<file path="src/design/rsq_pkg.sv">
// shared types and constants for the range sample qualifier
`default_nettype none

package rsq_pkg;

    localparam int unsigned RSQ_WINDOW = 4;
    localparam int unsigned DIST_W     = 16;
    localparam int unsigned LIMIT_W    = 8;

    localparam logic [DIST_W-1:0]  STOP_THRESHOLD_RST = 16'd20;
    localparam logic [DIST_W-1:0]  MAX_RANGE_RST      = 16'd400;
    localparam logic [DIST_W-1:0]  ERROR_MARKER_RST   = 16'hFFFF;
    localparam logic [LIMIT_W-1:0] FAIL_LIMIT_RST     = 8'd10;

    typedef enum logic [1:0] {
        CFG_STOP_THRESHOLD = 2'd0,
        CFG_MAX_RANGE      = 2'd1,
        CFG_ERROR_MARKER   = 2'd2,
        CFG_FAIL_LIMIT     = 2'd3
    } t_cfg_reg;

    typedef struct packed {
        logic [DIST_W-1:0] raw_distance;
        logic              read_ok;
    } t_in_item;

    typedef struct packed {
        logic [DIST_W-1:0] mean_distance;
        logic              obstacle;
        logic              obstacle_entered;
        logic              obstacle_cleared;
        logic              sensor_fault;
    } t_out_item;

    typedef struct packed {
        logic [DIST_W-1:0] sample;
        logic              valid;
    } t_cell_data;

endpackage

`default_nettype wire

</file>
<file path="src/design/rsq_in_if.sv">
// input channel: one rangefinder reading per transaction
`default_nettype none

interface rsq_in_if import rsq_pkg::*; ();
    logic     valid;
    logic     ready;
    t_in_item data;

    modport source (output valid, output data, input ready);
    modport sink (input valid, input data, output ready);
endinterface

`default_nettype wire

</file>
<file path="src/design/rsq_out_if.sv">
// output channel: one qualified result per transaction
`default_nettype none

interface rsq_out_if import rsq_pkg::*; ();
    logic      valid;
    logic      ready;
    t_out_item data;

    modport source (output valid, output data, input ready);
    modport sink (input valid, input data, output ready);
endinterface

`default_nettype wire

</file>
<file path="src/design/rsq_cell.sv">
// one sample cell of the window chain
`default_nettype none

module rsq_cell import rsq_pkg::*; (
    input  wire logic       i_clk,
    input  wire logic       i_rst_n,
    input  wire logic       i_shift,
    input  wire t_cell_data i_prev,
    output t_cell_data      o_data
);

    logic              r_valid;
    logic [DIST_W-1:0] r_sample;

    always_ff @(posedge i_clk) begin
        if (!i_rst_n) begin
            r_valid <= 1'b0;
        end else if (i_shift) begin
            r_valid <= i_prev.valid;
        end
    end

    always_ff @(posedge i_clk) begin
        if (i_shift) begin
            r_sample <= i_prev.sample;
        end
    end

    assign o_data.sample = r_sample;
    assign o_data.valid  = r_valid;

endmodule

`default_nettype wire

</file>
<file path="src/design/rsq_divider.sv">
// restoring divider, one quotient bit per cycle
`default_nettype none

module rsq_divider import rsq_pkg::*; #(
    parameter int unsigned NUM_W = 18,
    parameter int unsigned DEN_W = 3
) (
    input  wire logic             i_clk,
    input  wire logic             i_rst_n,
    input  wire logic             i_start,
    input  wire logic [NUM_W-1:0] i_num,
    input  wire logic [DEN_W-1:0] i_den,
    output logic                  o_done,
    output logic [NUM_W-1:0]      o_quot
);

    localparam int unsigned CNT_W = $clog2(NUM_W + 1);

    logic             r_busy;
    logic             r_done;
    logic [CNT_W-1:0] r_cnt;
    logic [NUM_W-1:0] r_num;
    logic [DEN_W-1:0] r_rem;
    logic [DEN_W-1:0] r_den;

    logic [DEN_W:0] w_trial;
    logic [DEN_W:0] w_diff;
    logic           w_ge;

    assign w_trial = {r_rem, r_num[NUM_W-1]};
    assign w_ge    = w_trial >= {1'b0, r_den};
    assign w_diff  = w_trial - {1'b0, r_den};

    always_ff @(posedge i_clk) begin
        if (!i_rst_n) begin
            r_busy <= 1'b0;
            r_done <= 1'b0;
            r_cnt  <= '0;
        end else begin
            r_done <= 1'b0;
            if (i_start) begin
                r_busy <= 1'b1;
                r_cnt  <= CNT_W'(NUM_W);
            end else if (r_busy) begin
                r_cnt <= r_cnt - CNT_W'(1);
                if (r_cnt == CNT_W'(1)) begin
                    r_busy <= 1'b0;
                    r_done <= 1'b1;
                end
            end
        end
    end

    always_ff @(posedge i_clk) begin
        if (i_start) begin
            r_num <= i_num;
            r_rem <= '0;
            r_den <= i_den;
        end else if (r_busy) begin
            r_rem <= w_ge ? w_diff[DEN_W-1:0] : w_trial[DEN_W-1:0];
            r_num <= {r_num[NUM_W-2:0], w_ge};
        end
    end

    assign o_done = r_done;
    assign o_quot = r_num;

endmodule

`default_nettype wire

</file>
<file path="src/design/range_sample_qualifier_unit.sv">
// top level: reading qualifier, sample window chain, mean and status flags
//
//  channel  dir  signals                                 transaction when
//  i_in     in   valid, ready, data{raw_distance,read_ok} valid && ready
//  o_out    out  valid, ready, data{mean,flags}           valid && ready
//  i_cfg    in   i_cfg_we, i_cfg_index, i_cfg_data        i_cfg_we
//
//  the window sum rotates the chain once around, the mean takes one divider step per bit
//  one reading is in work at a time; i_in.ready is high only while the block waits
//  a finished result waits in the output register while the next reading is taken
//  reset is synchronous, active low, and empties the chain at once
`default_nettype none

module range_sample_qualifier_unit import rsq_pkg::*; #(
    parameter int unsigned WINDOW = RSQ_WINDOW
) (
    input  wire logic          i_clk,
    input  wire logic          i_rst_n,
    rsq_in_if.sink             i_in,
    rsq_out_if.source          o_out,
    input  wire logic          i_cfg_we,
    input  wire logic [1:0]    i_cfg_index,
    input  wire logic [DIST_W-1:0] i_cfg_data
);

    localparam int unsigned SUM_W  = DIST_W + $clog2(WINDOW);
    localparam int unsigned CNT_W  = $clog2(WINDOW + 1);
    localparam int unsigned STEP_W = (WINDOW > 1) ? $clog2(WINDOW) : 1;

    typedef enum logic [3:0] {
        S_IDLE   = 4'b0001,
        S_ACCUM  = 4'b0010,
        S_DIVIDE = 4'b0100,
        S_OUT    = 4'b1000
    } t_state;

    t_state             r_state;
    logic [DIST_W-1:0]  r_stop_threshold;
    logic [DIST_W-1:0]  r_max_range;
    logic [DIST_W-1:0]  r_error_marker;
    logic [LIMIT_W-1:0] r_fail_limit;
    logic [LIMIT_W-1:0] r_streak;
    logic               r_failed;
    logic               r_obst_prev;
    logic [CNT_W-1:0]   r_count;
    logic [SUM_W-1:0]   r_acc;
    logic [STEP_W-1:0]  r_step;
    logic               r_out_valid;
    t_out_item          r_out_data;

    t_cell_data         w_cell [WINDOW];
    t_cell_data         w_head;
    logic               w_shift;
    logic               w_accept;
    logic               w_bad;
    logic [DIST_W-1:0]  w_sample;
    logic [DIST_W-1:0]  w_addend;
    logic [SUM_W-1:0]   n_acc;
    logic               w_last_step;
    logic               w_div_start;
    logic               w_div_done;
    logic [SUM_W-1:0]   w_quot;
    logic [DIST_W-1:0]  w_mean;
    logic               w_obst;
    logic               w_out_free;
    logic [LIMIT_W-1:0] w_streak_inc;

    // configuration
    always_ff @(posedge i_clk) begin
        if (!i_rst_n) begin
            r_stop_threshold <= STOP_THRESHOLD_RST;
            r_max_range      <= MAX_RANGE_RST;
            r_error_marker   <= ERROR_MARKER_RST;
            r_fail_limit     <= FAIL_LIMIT_RST;
        end else if (i_cfg_we) begin
            unique case (t_cfg_reg'(i_cfg_index))
                CFG_STOP_THRESHOLD: r_stop_threshold <= i_cfg_data;
                CFG_MAX_RANGE:      r_max_range      <= i_cfg_data;
                CFG_ERROR_MARKER:   r_error_marker   <= i_cfg_data;
                CFG_FAIL_LIMIT:     r_fail_limit     <= i_cfg_data[LIMIT_W-1:0];
                default:            r_fail_limit     <= r_fail_limit;
            endcase
        end
    end

    assign i_in.ready = (r_state == S_IDLE);
    assign w_accept   = i_in.valid && i_in.ready;
    assign w_bad      = !i_in.data.read_ok || (i_in.data.raw_distance == r_error_marker);
    assign w_sample   = w_bad ? r_max_range : i_in.data.raw_distance;

    // window chain: insert shifts a new sample in, accumulation rotates it once around
    assign w_shift       = w_accept || (r_state == S_ACCUM);
    assign w_head.sample = (r_state == S_IDLE) ? w_sample : w_cell[WINDOW-1].sample;
    assign w_head.valid  = (r_state == S_IDLE) ? 1'b1 : w_cell[WINDOW-1].valid;

    for (genvar k = 0; k < WINDOW; k++) begin : g_cell
        rsq_cell u_cell (
            .i_clk   (i_clk),
            .i_rst_n (i_rst_n),
            .i_shift (w_shift),
            .i_prev  ((k == 0) ? w_head : w_cell[(k == 0) ? 0 : k - 1]),
            .o_data  (w_cell[k])
        );
    end

    assign w_addend    = w_cell[WINDOW-1].valid ? w_cell[WINDOW-1].sample : '0;
    assign n_acc       = r_acc + SUM_W'(w_addend);
    assign w_last_step = (r_step == STEP_W'(WINDOW - 1));
    assign w_div_start = (r_state == S_ACCUM) && w_last_step;

    rsq_divider #(
        .NUM_W (SUM_W),
        .DEN_W (CNT_W)
    ) u_divider (
        .i_clk   (i_clk),
        .i_rst_n (i_rst_n),
        .i_start (w_div_start),
        .i_num   (n_acc),
        .i_den   (r_count),
        .o_done  (w_div_done),
        .o_quot  (w_quot)
    );

    assign w_mean       = w_quot[DIST_W-1:0];
    assign w_obst       = w_mean < r_stop_threshold;
    assign w_out_free   = !r_out_valid || o_out.ready;
    assign w_streak_inc = r_streak + LIMIT_W'(1);

    always_ff @(posedge i_clk) begin
        if (!i_rst_n) begin
            r_state     <= S_IDLE;
            r_count     <= '0;
            r_streak    <= '0;
            r_failed    <= 1'b0;
            r_obst_prev <= 1'b0;
            r_out_valid <= 1'b0;
        end else begin
            if ((r_state == S_OUT) && w_out_free) begin
                r_out_valid <= 1'b1;
            end else if (o_out.ready) begin
                r_out_valid <= 1'b0;
            end
            unique case (r_state)
                S_IDLE: begin
                    if (w_accept) begin
                        r_state <= S_ACCUM;
                        if (r_count != CNT_W'(WINDOW)) begin
                            r_count <= r_count + CNT_W'(1);
                        end
                        if (w_bad) begin
                            if (r_streak < r_fail_limit) begin
                                r_streak <= w_streak_inc;
                                if (w_streak_inc == r_fail_limit) begin
                                    r_failed <= 1'b1;
                                end
                            end
                        end else begin
                            r_streak <= '0;
                            r_failed <= 1'b0;
                        end
                    end
                end
                S_ACCUM: begin
                    if (w_last_step) begin
                        r_state <= S_DIVIDE;
                    end
                end
                S_DIVIDE: begin
                    if (w_div_done) begin
                        r_state <= S_OUT;
                    end
                end
                S_OUT: begin
                    if (w_out_free) begin
                        r_state     <= S_IDLE;
                        r_obst_prev <= w_obst;
                    end
                end
                default: r_state <= S_IDLE;
            endcase
        end
    end

    always_ff @(posedge i_clk) begin
        if (w_accept) begin
            r_acc  <= '0;
            r_step <= '0;
        end else if (r_state == S_ACCUM) begin
            r_acc  <= n_acc;
            r_step <= r_step + STEP_W'(1);
        end
    end

    always_ff @(posedge i_clk) begin
        if ((r_state == S_OUT) && w_out_free) begin
            r_out_data.mean_distance    <= w_mean;
            r_out_data.obstacle         <= w_obst;
            r_out_data.obstacle_entered <= w_obst && !r_obst_prev;
            r_out_data.obstacle_cleared <= !w_obst && r_obst_prev;
            r_out_data.sensor_fault     <= r_failed;
        end
    end

    assign o_out.valid = r_out_valid;
    assign o_out.data  = r_out_data;

    a_count_range: assert property (@(posedge i_clk) disable iff (!i_rst_n)
        r_count <= CNT_W'(WINDOW))
        else $error("sample count above window");

    a_accept_to_accum: assert property (@(posedge i_clk) disable iff (!i_rst_n)
        w_accept |=> (r_state == S_ACCUM))
        else $error("accepted transaction did not start accumulation");

    a_div_done_state: assert property (@(posedge i_clk) disable iff (!i_rst_n)
        w_div_done |-> (r_state == S_DIVIDE))
        else $error("divider finished outside divide state");

    a_pulse_excl: assert property (@(posedge i_clk) disable iff (!i_rst_n)
        o_out.valid |-> !(o_out.data.obstacle_entered && o_out.data.obstacle_cleared))
        else $error("obstacle entered and cleared together");

endmodule

`default_nettype wire
</file>
<file path="src/flat_wrapper.sv">
// flat-port wrapper written by rule: the top's interface ports become plain ports
module range_sample_qualifier_unit_flat import rsq_pkg::*;
#(
    parameter int unsigned WINDOW = RSQ_WINDOW
)
  (i_clk, i_rst_n, i_cfg_we, i_cfg_index, i_cfg_data, i_in_valid, i_in_data, i_in_ready, o_out_valid, o_out_data, o_out_ready);
  rsq_in_if i_in_i ();
  rsq_out_if o_out_i ();
  input  wire logic i_clk;
  input  wire logic i_rst_n;
  input  wire logic i_cfg_we;
  input  wire logic [1:0] i_cfg_index;
  input  wire logic [DIST_W-1:0] i_cfg_data;
  input wire logic [$bits(i_in_i.valid)-1:0] i_in_valid;
  input wire logic [$bits(i_in_i.data)-1:0] i_in_data;
  output wire logic [$bits(i_in_i.ready)-1:0] i_in_ready;
  output wire logic [$bits(o_out_i.valid)-1:0] o_out_valid;
  output wire logic [$bits(o_out_i.data)-1:0] o_out_data;
  input wire logic [$bits(o_out_i.ready)-1:0] o_out_ready;
  assign i_in_i.valid = i_in_valid;
  assign i_in_i.data = i_in_data;
  assign i_in_ready = i_in_i.ready;
  assign o_out_valid = o_out_i.valid;
  assign o_out_data = o_out_i.data;
  assign o_out_i.ready = o_out_ready;
  range_sample_qualifier_unit #(.WINDOW(WINDOW)) u_core (.i_clk(i_clk), .i_rst_n(i_rst_n), .i_in(i_in_i), .o_out(o_out_i), .i_cfg_we(i_cfg_we), .i_cfg_index(i_cfg_index), .i_cfg_data(i_cfg_data));
endmodule
</file>
<file path="config.mk">
export PLATFORM = sky130hd
export DESIGN_NAME = range_sample_qualifier_unit_flat
export DESIGN_NICKNAME = d
export VERILOG_FILES = /design/src/design/rsq_pkg.sv /design/src/design/rsq_in_if.sv /design/src/design/rsq_out_if.sv /design/src/design/rsq_cell.sv /design/src/design/rsq_divider.sv /design/src/design/range_sample_qualifier_unit.sv /design/src/flat_wrapper.sv
export SDC_FILE = /design/constraint.sdc
export NUM_CORES = 1
export LEC_CHECK = 0
export BUFFER_PORTS_ARGS = -buffer_cell sky130_fd_sc_hd__buf_2
export CAP_MARGIN = 5
export CORE_MARGIN = 10
export CORE_UTILIZATION = 55
export DETAILED_ROUTE_END_ITERATION = 8
export PLACE_DENSITY = 0.79
export SLEW_MARGIN = 0
export SYNTH_ARGS = -nofsm -noshare
export SYNTH_HDL_FRONTEND = slang
export SYNTH_SLANG_ARGS = --single-unit
</file>
<file path="constraint.sdc">
create_clock -name i_clk -period 2.53 [get_ports i_clk]
set_input_delay 0.1265 -clock i_clk [delete_from_list [all_inputs] [get_ports i_clk]]
set_output_delay 0.1265 -clock i_clk [all_outputs]
set_load 0.01 [all_outputs]
</file>
### Word level (Yosys, flattened, before mapping)

Cells that the tools add are included.

* add/subtract/negate cells: 6
* multipliers: 0
* divide/modulo/power cells: 0
* $lt $le $gt $ge: 3
* equality and inequality tests: 18
* shift-type cells: 0
* multiplexer cells: 25
* bitwise gates (word level): 2
* reduce and logical (&&, ||, !) cells: 26

Operator list (count)
* $mux 16: 3
* $mux 18: 2
* $add 18x16->18: 1
* $eq 16x16->1: 1
* $lt 16x16->1: 1
* $mux 4: 4
* $mux 8: 2
* $pmux 4 s4: 1
* $mux 1: 10
* $mux 5: 2
* $reduce_and 2->1: 5
* $add 8x1->8 const B: 1
* $eq 8x8->1: 1
* $lt 8x8->1: 1
* $ne 2x2->1 const B: 4
* $reduce_and 4->1: 2
* $eq 2x2->1 const B: 3
* $reduce_and 3->1: 2
* $eq 5x1->1 const B: 1
* $logic_and 1x1->1: 5
* $sub 5x1->5 const B: 1
* $eq 4x1->1 const B: 1
* $eq 4x2->1 const B: 1
* $eq 4x3->1 const B: 1
* other kinds (16): 24

* flip-flop bits (word level): 213
* bits in latches: 0
* RAM bits: 0
* bits in read-only memories: 0
* output and inout bits: 22
* word-level logic and storage cells: 112
* memories kept: 0

### Depth between registers and ports, before layout

* depth in word-level cells: 5
* gate-level depth with buffers: 10
* depth with buffers taken out: 9

### Cells and area by module

Synthesis repeated with hierarchy kept, for this count alone.

* cells, all modules: 935
* area, all modules: 9825.7 um^2

By module, submodules not included
* range_sample_qualifier_unit: instances 1, cells an instance 746, area an instance 6298.5 um^2, seq. area each 2482.4 um^2
* rsq_cell: instances 4, cells an instance 20, area an instance 524.3 um^2, seq. area each 500.5 um^2
* rsq_divider: instances 1, cells an instance 109, area an instance 1430.1 um^2, seq. area each 830.8 um^2

### Worst setup path after synthesis

No wires, ideal clock.

* path kind: reg2reg
* from: register u_core.r_state[2]
* to: register u_core.g_cell[0].u_cell.r_valid
* library setup time: 64 ps
* arrival: 2747 ps
* required time: 2466 ps
* setup slack: -281 ps
* stages on the path, launching flop included: 8
* path buffers: 0
* clock period less this slack: 2811 ps
* cell sequence: dfxtp_1 -> nor2_1 -> nand3b_1 -> inv_2 -> and2_2 -> nor2_4 -> inv_1 -> o221a_2

* longest elaborated chain between the ends: 3

Ends and longest elaborated chain
* start, declared: line range_sample_qualifier_unit.sv:37 `t_state r_state;`
* start signal, assigned: line range_sample_qualifier_unit.sv:131 `r_state <= S_IDLE;`
* start signal, assigned: line range_sample_qualifier_unit.sv:146 `r_state <= S_ACCUM;`
* start signal, assigned: line range_sample_qualifier_unit.sv:165 `r_state <= S_DIVIDE;`
* $eq 4x1->1: line range_sample_qualifier_unit.sv:86 `assign i_in.ready = (r_state == S_IDLE);`
* $logic_and 1x1->1: line range_sample_qualifier_unit.sv:87 `assign w_accept = i_in.valid && i_in.ready;`
* $logic_or 1x1->1 *: line range_sample_qualifier_unit.sv:92 `assign w_shift = w_accept || (r_state == S_ACCUM);`
* named net u_core.g_cell[0].u_cell.i_shift: line rsq_cell.sv:7 `input wire logic i_shift,`
* end signal, assigned: line rsq_cell.sv:19 `r_valid <= i_prev.valid;`
* end, declared: line rsq_cell.sv:12 `logic r_valid;`

The timed path passes the listed nets; every way through them passes the cells marked *.
A chain may end at the register's enable or synchronous reset.

### Final worst setup path

* from: register u_core.g_cell[3].u_cell.r_sample[0]
* to: register u_core.u_divider.r_num[16], in the netlist u_core.u_divider.o_quot[16] (data pin)

* longest elaborated chain between the ends: 3

Ends and longest elaborated chain
* start, declared: line rsq_cell.sv:13 `logic [DIST_W-1:0] r_sample;`
* start signal, assigned: line rsq_cell.sv:25 `r_sample <= i_prev.sample;`
* $mux 16: line range_sample_qualifier_unit.sv:106 `assign w_addend = w_cell[WINDOW-1].valid ? w_cell[WINDOW-1].sample : '0;`
* $add 18x16->18: line range_sample_qualifier_unit.sv:107 `assign n_acc = r_acc + SUM_W'(w_addend);`
* $mux 18: line rsq_divider.sv:55 `if (i_start) begin`
* end signal, assigned: line rsq_divider.sv:56 `r_num <= i_num;`
* end signal, assigned: line rsq_divider.sv:61 `r_num <= {r_num[NUM_W-2:0], w_ge};`
* end, declared: line rsq_divider.sv:22 `logic [NUM_W-1:0] r_num;`

No other way between the ends.

==> summary.md <==
| Metric | Value |
|---|---|
| Syn_nets | `1026` |
| Post-Synthesis Cells | `936` |
| Ant diodes | `0` |
| Top layer reached by signal wires | `met4` |
| Multi-input gate area | `0.00426 sq mm` |
| Pleak | `0.00453 uW` |
| Max VDD drop | `between 500 and 600 uV` |
| Sequential fraction of design power | `51.4%` |
| Synth area leader | `edfxtp_1` |
| Core Footprint | `between 0.015 and 0.02 sq mm` |
| Layout area overhead | `17.3%` |
| Post-DRT Antenna Nets | `0` |
| Top area cells in the synthesized netlist | `edfxtp_1 (32%), dfxtp_1 (22%), nand2_1 (6.7%)` |
| Clock-pin slew on the worst setup and hold paths | `0.06 ns` |
| Layout cells sized above 1 | `about 15%` |
| Unrepaired setup endpoints after global routing | `true` |
| GRT Util Overall | `18.5%` |
| Primary FF master, synth | `dfxtp_1` |
| Max Slew Vio Count | `0` |
| Worst slew margin relative to its limit | `49.3%` |
| Max-cap violations | `0` |
| Met1 WL | `approximately 10 mm` |
| Register bit total from synthesis | `about 210` |
| Num CTS Buffers | `22` |
| Fillers | `1305` |
| Storage cell area | `roughly 0.0053 sq mm` |
| IO buf count | `between 60 and 70` |
| CTS Buffer Depth | `3` |
| Critical Path RT | `roughly 2.8 ns` |
| Psw | `roughly 1700 uW` |
| Nets | `~1100` |
| Detail Route met2 WL | `9.92 mm` |
| CTS tree | `built` |
| Switch share | `between 20% and 30%` |
| Asr flop ratio synth | `0%` |
| Starting DRT DRC Count | `520` |
| Initial antenna violation count | `0` |
| Worst slew pin tran | `around 0.76 ns` |
| Drt wl/cell | `17.4 um` |
| HP Class | `in2reg` |
| Die Y | `154 um` |
| Critical path capture point type | `flop` |
| Finish-stage setup viols | `7` |
| Period Utilization, post-route | `106%` |
| Max frequency | `372 MHz` |
| Power per cell area | `about 670 mW/mm^2` |
| P_int | `5920 uW` |
| Type of the worst setup path | `reg2reg` |
| First-pass GRT wire length | `between 30 and 40 mm` |
| Clk_lat worst skew | `0.51 ns` |
| Remaining global-route overflow | `0` |
| Clk sinks | `213` |
| Die X | `154 um` |
| H-Tree Depth | `1` |
| Area share of the largest cell type after synthesis | `32.2%` |
| DP HPWL | `15.6 mm` |
| Routed vias/inst | `5.62` |
| Top-Level Pins | `62` |
| Final Util | `66.2%` |
| Combinational share of power | `7.6%` |
| Skew final | `0.0125 ns` |
| Synth warn | `0` |
| Sequential share of the synthesized area | `54.2%` |
| Remaining DRCs | `0` |
| Worst-path fanout max | `4` |
| Status | `finished with violations` |
| Placer Congestion | `0.902` |
| Drt pass-1 iters | `5` |
| Rows | `48` |
| Unique masters post-synth | `72` |
| Startpoint Class | `flop` |
| Final Worst Setup Slack | `-0.160 ns` |
| Routed met3 length | `about 1.3 mm` |
| Failing checks | `negative setup slack` |
| Area of the mapped netlist | `between 0.009 and 0.01 sq mm` |
| Final Hold Viols | `0` |
| Largest net degree at the start of global routing | `50` |
| Vias after detailed routing | `7144` |
| Starting density of the core | `between 50 and 60%` |
| Setup TNS | `-0.682 ns` |
| Period minus WS final | `about 2.7 ns` |
| Synthesized area per cell | `10.5 sq um` |
| Clock Tree Root | `clkbuf_16` |
| Clock network power share | `41.0%` |
| Die area | `0.0236 sq mm` |
| Number of flops mapped to enable cells by yosys | `roughly 110` |
| Crit path DAT | `between 2 and 3 ns` |
| Final WL | `22.1 mm` |
| Number of global-route vias before repair | `approximately 7100` |
-- flip-flops by register name, summed over array words and instances (netlist names), 8 cells and up --
register and cells:
u_core.r_acc 18, u_core.o_out.data 20, u_core.g_cell.u_cell.r_sample 64, u_core.r_fail_limit 8, u_core.r_error_marker 16, u_core.r_max_range 16
u_core.r_stop_threshold 16, u_core.r_streak 8, u_core.u_divider.o_quot 18
-- cell families after synthesis --
kind of cell             after synthesis  synth area share (%)
AO/OA/AOI/OAI                        184                  13.0
XOR/XNOR                              50                  4.47
adder cells (fa/ha/maj)               50                  6.53
buffers and inverters                 78                  3.10
flip-flops                           213                  54.2
multiplexers                          23                  2.40
AND/OR/NAND/NOR                      338                  16.3
-- critical path, stage by stage, from the launching register on --
cell      delay (ns)
edfxtp_1        0.40
and2_4          0.18
ha_4            0.15
fa_2            0.34
a211o_1         0.30
a2111o_1        0.43
a41oi_4         0.27
o21ai_2         0.11
xnor2_1         0.16
o21ai_1         0.07
-- per-stage QoR --
stage | power [uW] | setup WS [ns] | std cells | hold slack [ns] | instance area (sq um)
final | 7660 | -0.160 | 1271 | 0.0430 | 11500
after global routing | 7960 | -0.293 | 1271 | 0.0454 | 11500
after CTS | 7720 | -0.151 | 1270 | 0.0240 | 11400
after detailed placement | 4560 | -0.110 | 1212 | 0.404 | 10500
after global placement | 4530 | -0.0565 | 1212 | 0.400 | 10500
after floorplan | 4330 | -0.0292 | 936 | 0.250 | 9820
-- cells in the final DEF, fill, tap and decap left out, types with 4 or more instances in the layout --
cell,Yosys,routed
o21a_1,6,6
clkinv_1,0,4
nand4_1,11,11
dlygate4sd3_1,0,18
buf_12,0,4
and3_1,5,5
inv_1,37,36
nand3_1,38,38
a21oi_1,44,43
and2_1,20,19
nor3_1,8,7
o211ai_1,13,13
a21o_1,9,9
mux2_2,4,4
o21ai_0,20,19
nor2_1,38,38
clkbuf_1,34,5
mux2i_1,19,19
nor4b_1,4,4
xor2_1,11,10
edfxtp_1,105,105
buf_2,3,61
nand2_1,176,176
o21ai_1,12,11
nor2b_1,6,5
clkbuf_16,0,23
xnor2_1,39,38
a21boi_0,37,37
ha_1,48,47
buf_4,2,25
a22o_1,9,9
nand2b_1,7,7
dfxtp_1,108,105
-- synthesized netlist by cell type, drive strengths merged, types with 3 or more instances --
master / instances
xnor2: 39
o211ai: 13
nor2: 40
nand2: 177
a22o: 9
a211oi: 5
nand3: 38
and2: 21
dfxtp: 108
o21a: 6
nor3: 8
nand4b: 3
nor2b: 6
a211o: 3
nor3b: 3
o21ai: 33
buf: 5
nor4b: 5
inv: 39
ha: 48
nand3b: 3
or2: 3
a21o: 11
nand4: 11
clkbuf: 34
a21oi: 44
nand2b: 7
and3: 5
a21boi: 40
mux2: 4
mux2i: 19
edfxtp: 105
xor2: 11
o21bai: 4
-- routing by layer --
layer / global-route usage, % / up-vias
met1: 24.9 / 3379
met5: 0 / -
met2: 29.1 / 225
met3: 3.74 / 46
met4: 6.03 / 0
li1: - / 3494
-- worst paths after layout --
check                                            start  slack (ns)                                   end  cells after the start
setup / recovery   u_core.g_cell[3].u_cell.r_sample[0]       -0.16           u_core.u_divider.o_quot[16]                      9
hold / removal                            i_in_data[5]        0.04   u_core.g_cell[0].u_cell.r_sample[4]                      3
setup reg to reg   u_core.g_cell[3].u_cell.r_sample[0]       -0.16           u_core.u_divider.o_quot[16]                      9
hold reg to reg   u_core.g_cell[0].u_cell.r_sample[15]        0.42  u_core.g_cell[1].u_cell.r_sample[15]                      0
-- cell type report --
class	count	share of cell area, %
Sequential cell	213	46.3
Clock inverter	10	0.860
Timing Repair Buffer	109	6.65
Clock buffer	30	5.41
Inverter	39	1.31
Tap cell	225	2.45
Multi-Input combinational cell	645	37.1
-- power groups by stage --
stage                     clock, uW  sequential [uW]  combinational (uW)
final                          3140             3940                 581
after global routing           3360             3950                 647
after CTS                      3210             3940                 580
after detailed placement          0             4010                 553
after global placement            0             3990                 541
after floorplan                   0             3980                 353
-- repair_timing --
action | in CTS | in global routing
buffers inserted | 0 | 1
endpoints found under the setup margin | 7 | 12
gates cloned | 0 | 0
endpoints found under the hold margin | 59 | 0
hold buffers | 18 | 0
pin swaps | 2 | 8
gates resized for setup | 1 | 12
Note: power is estimated with default switching activity, not from simulation.
